File: src/design/isq_pkg.sv
// ----------------------------------------------------------------------------
// isq_pkg: shared types and constants for the square root simplifier
// Widths, controller states and the command/status bundles between the
// controller and the datapath.
// ----------------------------------------------------------------------------
package isq_pkg;

	localparam int VALUE_WIDTH_DEF = 32;
	localparam int ROOT_WIDTH      = 17;
	localparam int RAD_WIDTH       = 31;

	typedef enum logic [2:0] {
		S_IDLE,
		S_DIV,
		S_WAIT,
		S_FINISH,
		S_OUT
	} state_t;

	typedef struct packed {
		logic load;
		logic div_start;
		logic step;
		logic finish;
		logic emit;
	} cmd_t;

	typedef struct packed {
		logic mag_zero;
		logic div_done;
		logic inner;
		logic quo_lt_cand;
	} status_t;

endpackage

File: src/design/isq_div.sv
// ----------------------------------------------------------------------------
// isq_div: iterative unsigned divider
// Restoring division, one quotient bit per cycle; quotient and remainder
// hold after the done pulse until the next start.
// ----------------------------------------------------------------------------
module isq_div #(
	parameter int VALUE_WIDTH = isq_pkg::VALUE_WIDTH_DEF
) (
	input  logic                   clk,
	input  logic                   arst_n,
	input  logic                   start,
	input  logic [VALUE_WIDTH-1:0] dividend,
	input  logic [VALUE_WIDTH-1:0] divisor,
	output logic                   done,
	output logic [VALUE_WIDTH-1:0] quo,
	output logic [VALUE_WIDTH-1:0] rem
);

	localparam int CntWidth = $clog2(VALUE_WIDTH + 1);

	logic [VALUE_WIDTH-1:0] quo_q;
	logic [VALUE_WIDTH-1:0] rem_q;
	logic [VALUE_WIDTH-1:0] dvs_q;
	logic [CntWidth-1:0]    cnt_q;
	logic                   run_q;
	logic                   done_q;
	logic [VALUE_WIDTH+1:0] trial;

	assign trial = {1'b0, rem_q, quo_q[VALUE_WIDTH-1]} - {2'b00, dvs_q};

	always_ff @(posedge clk or negedge arst_n) begin
		if (!arst_n) begin
			run_q  <= 1'b0;
			done_q <= 1'b0;
			cnt_q  <= '0;
		end else if (start) begin
			run_q  <= 1'b1;
			done_q <= 1'b0;
			cnt_q  <= CntWidth'(VALUE_WIDTH);
		end else if (run_q) begin
			cnt_q <= cnt_q - 1'b1;
			if (cnt_q == CntWidth'(1)) begin
				run_q  <= 1'b0;
				done_q <= 1'b1;
			end
		end else begin
			done_q <= 1'b0;
		end
	end

	always_ff @(posedge clk) begin
		if (start) begin
			quo_q <= dividend;
			rem_q <= '0;
			dvs_q <= divisor;
		end else if (run_q) begin
			if (!trial[VALUE_WIDTH+1]) begin
				rem_q <= trial[VALUE_WIDTH-1:0];
				quo_q <= {quo_q[VALUE_WIDTH-2:0], 1'b1};
			end else begin
				rem_q <= {rem_q[VALUE_WIDTH-2:0], quo_q[VALUE_WIDTH-1]};
				quo_q <= {quo_q[VALUE_WIDTH-2:0], 1'b0};
			end
		end
	end

	assign done = done_q;
	assign quo  = quo_q;
	assign rem  = rem_q;

endmodule

File: src/design/isq_datapath.sv
// ----------------------------------------------------------------------------
// isq_datapath: trial division datapath
// Holds the remaining magnitude, the candidate divisor and the running root
// factor and radicand; drives the result ports.
// ----------------------------------------------------------------------------
module isq_datapath #(
	parameter int VALUE_WIDTH = isq_pkg::VALUE_WIDTH_DEF
) (
	input  logic                                  clk,
	input  logic                                  arst_n,
	input  logic signed [VALUE_WIDTH-1:0]         value,
	input  isq_pkg::cmd_t                         cmd,
	output isq_pkg::status_t                      status,
	output logic                                  done,
	output logic signed [isq_pkg::ROOT_WIDTH-1:0] root_factor,
	output logic [isq_pkg::RAD_WIDTH-1:0]         radicand
);

	localparam int ExtWidth = VALUE_WIDTH + isq_pkg::RAD_WIDTH;

	logic [VALUE_WIDTH-1:0]        m_q;
	logic [VALUE_WIDTH-1:0]        p_q;
	logic [isq_pkg::ROOT_WIDTH-1:0] k_q;
	logic [isq_pkg::RAD_WIDTH-1:0] d_q;
	logic                          neg_q;
	logic                          zero_q;
	logic                          inner_q;
	logic                          odd_q;
	logic                          done_q;
	logic [VALUE_WIDTH-1:0]        mag;
	logic [VALUE_WIDTH-1:0]        quo;
	logic [VALUE_WIDTH-1:0]        rem;
	logic                          div_done;
	logic [ExtWidth-1:0]           p_ext;
	logic [ExtWidth-1:0]           m_ext;

	isq_div #(
		.VALUE_WIDTH(VALUE_WIDTH)
	) u_div (
		.clk     (clk),
		.arst_n  (arst_n),
		.start   (cmd.div_start),
		.dividend(m_q),
		.divisor (p_q),
		.done    (div_done),
		.quo     (quo),
		.rem     (rem)
	);

	assign mag   = value[VALUE_WIDTH-1] ? (~value + 1'b1) : value;
	assign p_ext = ExtWidth'(p_q);
	assign m_ext = ExtWidth'(m_q);

	always_ff @(posedge clk or negedge arst_n) begin
		if (!arst_n) begin
			inner_q <= 1'b0;
			odd_q   <= 1'b0;
			done_q  <= 1'b0;
		end else begin
			done_q <= cmd.emit;
			if (cmd.load) begin
				inner_q <= 1'b0;
				odd_q   <= 1'b0;
			end else if (cmd.step) begin
				if (rem == '0) begin
					inner_q <= 1'b1;
					odd_q   <= ~odd_q;
				end else begin
					inner_q <= 1'b0;
					odd_q   <= 1'b0;
				end
			end
		end
	end

	always_ff @(posedge clk) begin
		if (cmd.load) begin
			m_q    <= mag;
			p_q    <= VALUE_WIDTH'(2);
			k_q    <= isq_pkg::ROOT_WIDTH'(1);
			d_q    <= isq_pkg::RAD_WIDTH'(1);
			neg_q  <= value[VALUE_WIDTH-1];
			zero_q <= (mag == '0);
		end else if (cmd.step) begin
			if (rem == '0) begin
				m_q <= quo;
				if (inner_q && odd_q) begin
					k_q <= isq_pkg::ROOT_WIDTH'(k_q * p_ext[isq_pkg::ROOT_WIDTH-1:0]);
				end
			end else begin
				if (inner_q && odd_q) begin
					d_q <= isq_pkg::RAD_WIDTH'(d_q * p_ext[isq_pkg::RAD_WIDTH-1:0]);
				end
				p_q <= (p_q == VALUE_WIDTH'(2)) ? VALUE_WIDTH'(3) : p_q + VALUE_WIDTH'(2);
			end
		end else if (cmd.finish) begin
			if (m_q > VALUE_WIDTH'(1)) begin
				d_q <= isq_pkg::RAD_WIDTH'(d_q * m_ext[isq_pkg::RAD_WIDTH-1:0]);
			end
		end
	end

	always_ff @(posedge clk) begin
		if (cmd.emit) begin
			if (zero_q) begin
				root_factor <= isq_pkg::ROOT_WIDTH'(1);
				radicand    <= '0;
			end else begin
				root_factor <= neg_q ? (~k_q + 1'b1) : k_q;
				radicand    <= d_q;
			end
		end
	end

	assign status.mag_zero    = zero_q;
	assign status.div_done    = div_done;
	assign status.inner       = inner_q;
	assign status.quo_lt_cand = (quo < p_q);
	assign done               = done_q;

	a_odd_needs_inner: assert property (@(posedge clk) disable iff (!arst_n)
		odd_q |-> inner_q)
		else $error("odd exponent flag set outside a run of divisions");

	a_done_single: assert property (@(posedge clk) disable iff (!arst_n)
		done_q |=> !done_q)
		else $error("result strobe held for more than one cycle");

	a_load_cand: assert property (@(posedge clk) disable iff (!arst_n)
		cmd.load |=> (p_q == VALUE_WIDTH'(2)) && !inner_q)
		else $error("candidate divisor not restarted at two");

	a_step_on_done: assert property (@(posedge clk) disable iff (!arst_n)
		cmd.step |-> div_done)
		else $error("datapath advanced without a finished division");

endmodule

File: src/design/isq_ctrl.sv
// ----------------------------------------------------------------------------
// isq_ctrl: sequencing controller
// Starts each trial division, decides between another division and the
// final result, and issues the result strobe.
// ----------------------------------------------------------------------------
module isq_ctrl (
	input  logic             clk,
	input  logic             arst_n,
	input  logic             start,
	input  isq_pkg::status_t status,
	output isq_pkg::cmd_t    cmd,
	output logic             busy
);

	isq_pkg::state_t state_q;
	isq_pkg::state_t state_d;

	always_ff @(posedge clk or negedge arst_n) begin
		if (!arst_n) begin
			state_q <= isq_pkg::S_IDLE;
		end else begin
			state_q <= state_d;
		end
	end

	always_comb begin
		state_d = state_q;
		cmd     = '0;
		busy    = 1'b1;
		case (state_q)
			isq_pkg::S_IDLE: begin
				busy = 1'b0;
				if (start) begin
					cmd.load = 1'b1;
					state_d  = isq_pkg::S_DIV;
				end
			end
			isq_pkg::S_DIV: begin
				if (status.mag_zero) begin
					state_d = isq_pkg::S_OUT;
				end else begin
					cmd.div_start = 1'b1;
					state_d       = isq_pkg::S_WAIT;
				end
			end
			isq_pkg::S_WAIT: begin
				if (status.div_done) begin
					if (!status.inner && status.quo_lt_cand) begin
						state_d = isq_pkg::S_FINISH;
					end else begin
						cmd.step = 1'b1;
						state_d  = isq_pkg::S_DIV;
					end
				end
			end
			isq_pkg::S_FINISH: begin
				cmd.finish = 1'b1;
				state_d    = isq_pkg::S_OUT;
			end
			isq_pkg::S_OUT: begin
				cmd.emit = 1'b1;
				state_d  = isq_pkg::S_IDLE;
			end
			default: begin
				state_d = isq_pkg::S_IDLE;
			end
		endcase
	end

endmodule

File: src/design/integer_sqrt_simplifier_unit.sv
// One trial division per candidate divisor (two, then the odd numbers) up
//   to the square root of what remains, plus one per prime factor found.
// Throughput: one transaction at a time, set by the shared bit-serial divider.
// Result strobe done is high for one cycle; the receiver cannot stall.
// Reset clears the controller, the divider and datapath flags and the strobe.
// ----------------------------------------------------------------------------
// integer_sqrt_simplifier_unit: square root simplifier top level
// Splits |value| into root_factor^2 * radicand with a square-free radicand.
// ----------------------------------------------------------------------------
module integer_sqrt_simplifier_unit #(
	parameter int VALUE_WIDTH = isq_pkg::VALUE_WIDTH_DEF
) (
	input  logic                                  clk,
	input  logic                                  arst_n,
	input  logic                                  start,
	output logic                                  busy,
	input  logic signed [VALUE_WIDTH-1:0]         value,
	output logic                                  done,
	output logic signed [isq_pkg::ROOT_WIDTH-1:0] root_factor,
	output logic [isq_pkg::RAD_WIDTH-1:0]         radicand
);

	isq_pkg::cmd_t    cmd;
	isq_pkg::status_t status;

	isq_ctrl u_ctrl (
		.clk   (clk),
		.arst_n(arst_n),
		.start (start),
		.status(status),
		.cmd   (cmd),
		.busy  (busy)
	);

	isq_datapath #(
		.VALUE_WIDTH(VALUE_WIDTH)
	) u_datapath (
		.clk        (clk),
		.arst_n     (arst_n),
		.value      (value),
		.cmd        (cmd),
		.status     (status),
		.done       (done),
		.root_factor(root_factor),
		.radicand   (radicand)
	);

endmodule
File: config.mk
export PLATFORM = sky130hd
export DESIGN_NAME = integer_sqrt_simplifier_unit
export DESIGN_NICKNAME = d
export VERILOG_FILES = /design/src/design/isq_pkg.sv /design/src/design/isq_div.sv /design/src/design/isq_datapath.sv /design/src/design/isq_ctrl.sv /design/src/design/integer_sqrt_simplifier_unit.sv
export SDC_FILE = /design/constraint.sdc
export NUM_CORES = 2
export LEC_CHECK = 0
export BUFFER_PORTS_ARGS = -buffer_cell sky130_fd_sc_hd__buf_2
export CAP_MARGIN = 15
export CORE_ASPECT_RATIO = 0.9
export CORE_MARGIN = 5
export CORE_UTILIZATION = 30
export DETAILED_ROUTE_END_ITERATION = 10
export PLACE_DENSITY_LB_ADDON = 0.1
export SLEW_MARGIN = 20
export SYNTH_ARGS = -nofsm -noshare
export SYNTH_HDL_FRONTEND = slang
export SYNTH_SLANG_ARGS = --single-unit
export TNS_END_PERCENT = 30
File: constraint.sdc
create_clock -name clk -period 10.45 [get_ports clk]
set_clock_uncertainty 0.2 [all_clocks]
set_input_delay 1.045 -clock clk [delete_from_list [all_inputs] [get_ports clk]]
set_output_delay 1.045 -clock clk [all_outputs]
set_load 0.02 [all_outputs]
==> results.md <==
* Status: finished, final reports clean
* Synth cell count leaders: fa_1 (855), inv_1 (840), nand2_1 (819)
* Slew HR at 26.4%
* Quantity of I/O buffers inserted on ports at 84
* Via Count at 35900
* Cells after Synth at 5333
* WP data required at 10.70 ns
* Setup TNS at 0 ns
* Arr. time, crit path at 8.76 ns
* CTS sink count at 272
* Count leader, synth: fa_1
* R2r setup slk at 1.94 ns
* Setup Buffers After CTS at 0
* CP max FO at 22
* CP Launch Type: register
* Synth top area cells: fa_1 (36%), ha_1 (9.3%), edfxtp_1 (9.1%)
* Largest net degree at the start of global routing at 68
* Synthesis Warnings at 0
* Core Util, Final at 32.7%
* Wirelength, routed at 171000 µm
* Io pins at 85
* Number of synthesized flops with an enable pin at 146
* DP HPWL at 132000 µm
* Final setup viols at 0
* Number of distinct library cells after synthesis at 72
* Crit-path cells: buf_4, and2_1, fa_1, fa_1, inv_1, fa_1, inv_1, fa_1, ha_1, ha_1, fa_1, fa_1, ha_1, a21o_1, a211oi_1, a2111oi_0, buf_4, a31oi_1, nand2b_1, o21ai_0, a221oi_1, nor4bb_1, a211oi_1, o22ai_1
* Die Y at 390 µm
* R2R cell count at 24
* Num rows at 139
* Unrepaired setup endpoints after global routing: false
* Root Buffer: clkbuf_16
* Initial antenna violation count at 10
* Most frequent CP cell: fa_1
* Via density at 4.85
* Critical path's slowest cell: dfxtp_2
* Slack of the critical path at 1.94 ns
* Max incr delay on CP at 0.69 ns
* Detailed router's first-iteration violation count at 2303
* Drt first pass iters at 6
* DIE AREA at 0.168 mm²
* CTS resizes at 0
* Total number of H-tree levels at 2
* Routability cong. at 0.851
* Levels on crit path at 24
* Synth area leader: fa_1
* Max-slew violation count at 0
* Drt wl/cell at 23.1 µm
* Max Clk Rate at 118 MHz
* Fin crit share at 81.4%
* Clock-pin slew on the worst setup and hold paths at 0.06 ns
* Sequential fraction of the synthesis area at 14.5%
* Place WS at 1.98 ns
* Starting density of the core at 30.1%
* Reg-to-reg startpoint: u_datapath.d_q[6]
* Post-synthesis register bit count at 272
* Die Width at 432 µm
* Top cell type's share of synthesized area at 35.6%
* Longest Clk Path Bufs at 3
* Synthesized net count at 6581
* Clk_lat worst skew at 0.59 ns
* End of the worst register-to-register path: u_datapath.d_q[27]
* Worst-margin pin slew at 1.10 ns
* Core outline area at 0.159 mm²
* Async SR Flop Fraction at 5.15%
* Max-cap violations at 0
* Vias in the first global route at 38700
* Tmin final at 8.51 ns
* Largest delay share family, worst path: adder cells
* WP buf/inv at 4
* Hold Buf Count CTS at 0
* Worst hold path type: primary input to async pin
* Share of cells above drive strength 1 at 5.95%
* CTS Buf Count at 36
* Final hold vios at 0
* Syn_area_per_cell at 9.01 µm²
* Worst Setup Path Type: register to register
* Residual DRC count at 0
* Post-route ant nets at 0
* Total GRT Usage at 20.6%
* Crit end category: register
* CTS tree: built
* Post-synth top flop: edfxtp_1
* Area grow syn2layout at 8.37%
* GRT Residual Overflow at 0
* Post-Syn Area at 0.0481 mm²
* Final nets at 6496
* First-pass GRT wire length at 260000 µm
==> kinds of logic (layout without fill, tap and decap cells) <==
kind of cell,after synthesis,in the layout,synth area share (%)
AOI/OAI and AO/OA,518,518,6.62
xor gates and xnor gates,300,300,5.47
adders and majority gates,1213,1213,44.9
buffers and inverters,1161,1104,9.09
DFF,272,272,14.5
muxes,37,37,0.776
other,0,2,0
and+or+nand+nor,1832,1832,18.6
==> cell type report <==
class | instances | area [µm²]
repair buffers | 196 | 1290
clock inverters | 23 | 243
clock buffers | 43 | 990
inverters | 842 | 3160
diodes | 2 | 5.00
well taps | 2115 | 2650
fillers | 16700 | 107000
flip-flops and latches | 272 | 7010
multi-input cells | 3900 | 36700
==> flip-flops by register name (all words and copies together), names as in the netlist, 3 cells and up <==
signal                  cells
u_datapath.k_q             17
u_datapath.m_q             32
u_datapath.u_div.cnt_q      6
u_datapath.p_q             32
u_datapath.u_div.dvs_q     32
u_datapath.u_div.quo       32
u_datapath.radicand        31
u_datapath.d_q             31
u_ctrl.state_q              3
u_datapath.u_div.rem       32
u_datapath.root_factor     17
==> routing by layer <==
layer / up-vias / GRT usage [%] / wire (µm)
li1: 16300 / - / -
met1: 18600 / 30.4 / 82300
met2: 857 / 33.1 / 77500
met3: 110 / 2.44 / 8530
met4: 2 / 2.76 / 2300
met5: - / 0 / 20
==> how the worst max path moves through the flow <==
stage | from | end | slack [ns]
3_5_place_dp | u_datapath.d_q[6] | u_datapath.d_q[27] | 1.98
3_3_place_gp | u_datapath.d_q[13] | u_datapath.d_q[27] | 2.06
5_1_grt | u_datapath.d_q[13] | u_datapath.d_q[27] | 1.59
4_1_cts | u_datapath.d_q[6] | u_datapath.d_q[27] | 1.96
6_report | u_datapath.d_q[6] | u_datapath.d_q[27] | 1.94
2_1_floorplan | u_datapath.p_q[5] | u_datapath.d_q[30] | 2.87
==> cell usage in the layout, fill, tap and decap left out, types with 6 or more instances in the layout <==
cell type and n:
fa_1 855, o31ai_1 10, nand2_1 816, xnor2_1 204
buf_4 110, nor2_1 187, or3_1 18, clkbuf_16 38
a21o_1 53, o211ai_1 12, a31oi_1 17, o21bai_1 11
and2_1 538, nand2b_1 25, nor3b_1 6, o21ai_0 155
mux2i_1 35, o21a_1 25, a21oi_1 148, nor4_1 38
xor2_1 96, or2_2 10, or4_1 12, and3_1 9
o31a_1 6, ha_1 358, o41ai_1 8, inv_1 839
nor2b_1 43, nand3_1 28, clkinv_2 7, a211oi_1 25
nor3_1 49, buf_2 84, edfxtp_1 146, nand4_1 26
dfrtp_1 13, dfxtp_2 22, dfxtp_1 89
==> metrics by stage <==
stage	hold WS [ns]	std cells	cell area (µm²)
global route	0.273	7391	52100
floorplan	0.206	5333	48100
finish	0.253	7393	52100
detailed placement	0.249	7325	50800
global placement	0.242	7325	50800
CTS	0.248	7391	52100
Power is left out: the tool's default activity adds up to more than one toggle a clock period on the data nets, which glitch-free logic cannot reach.
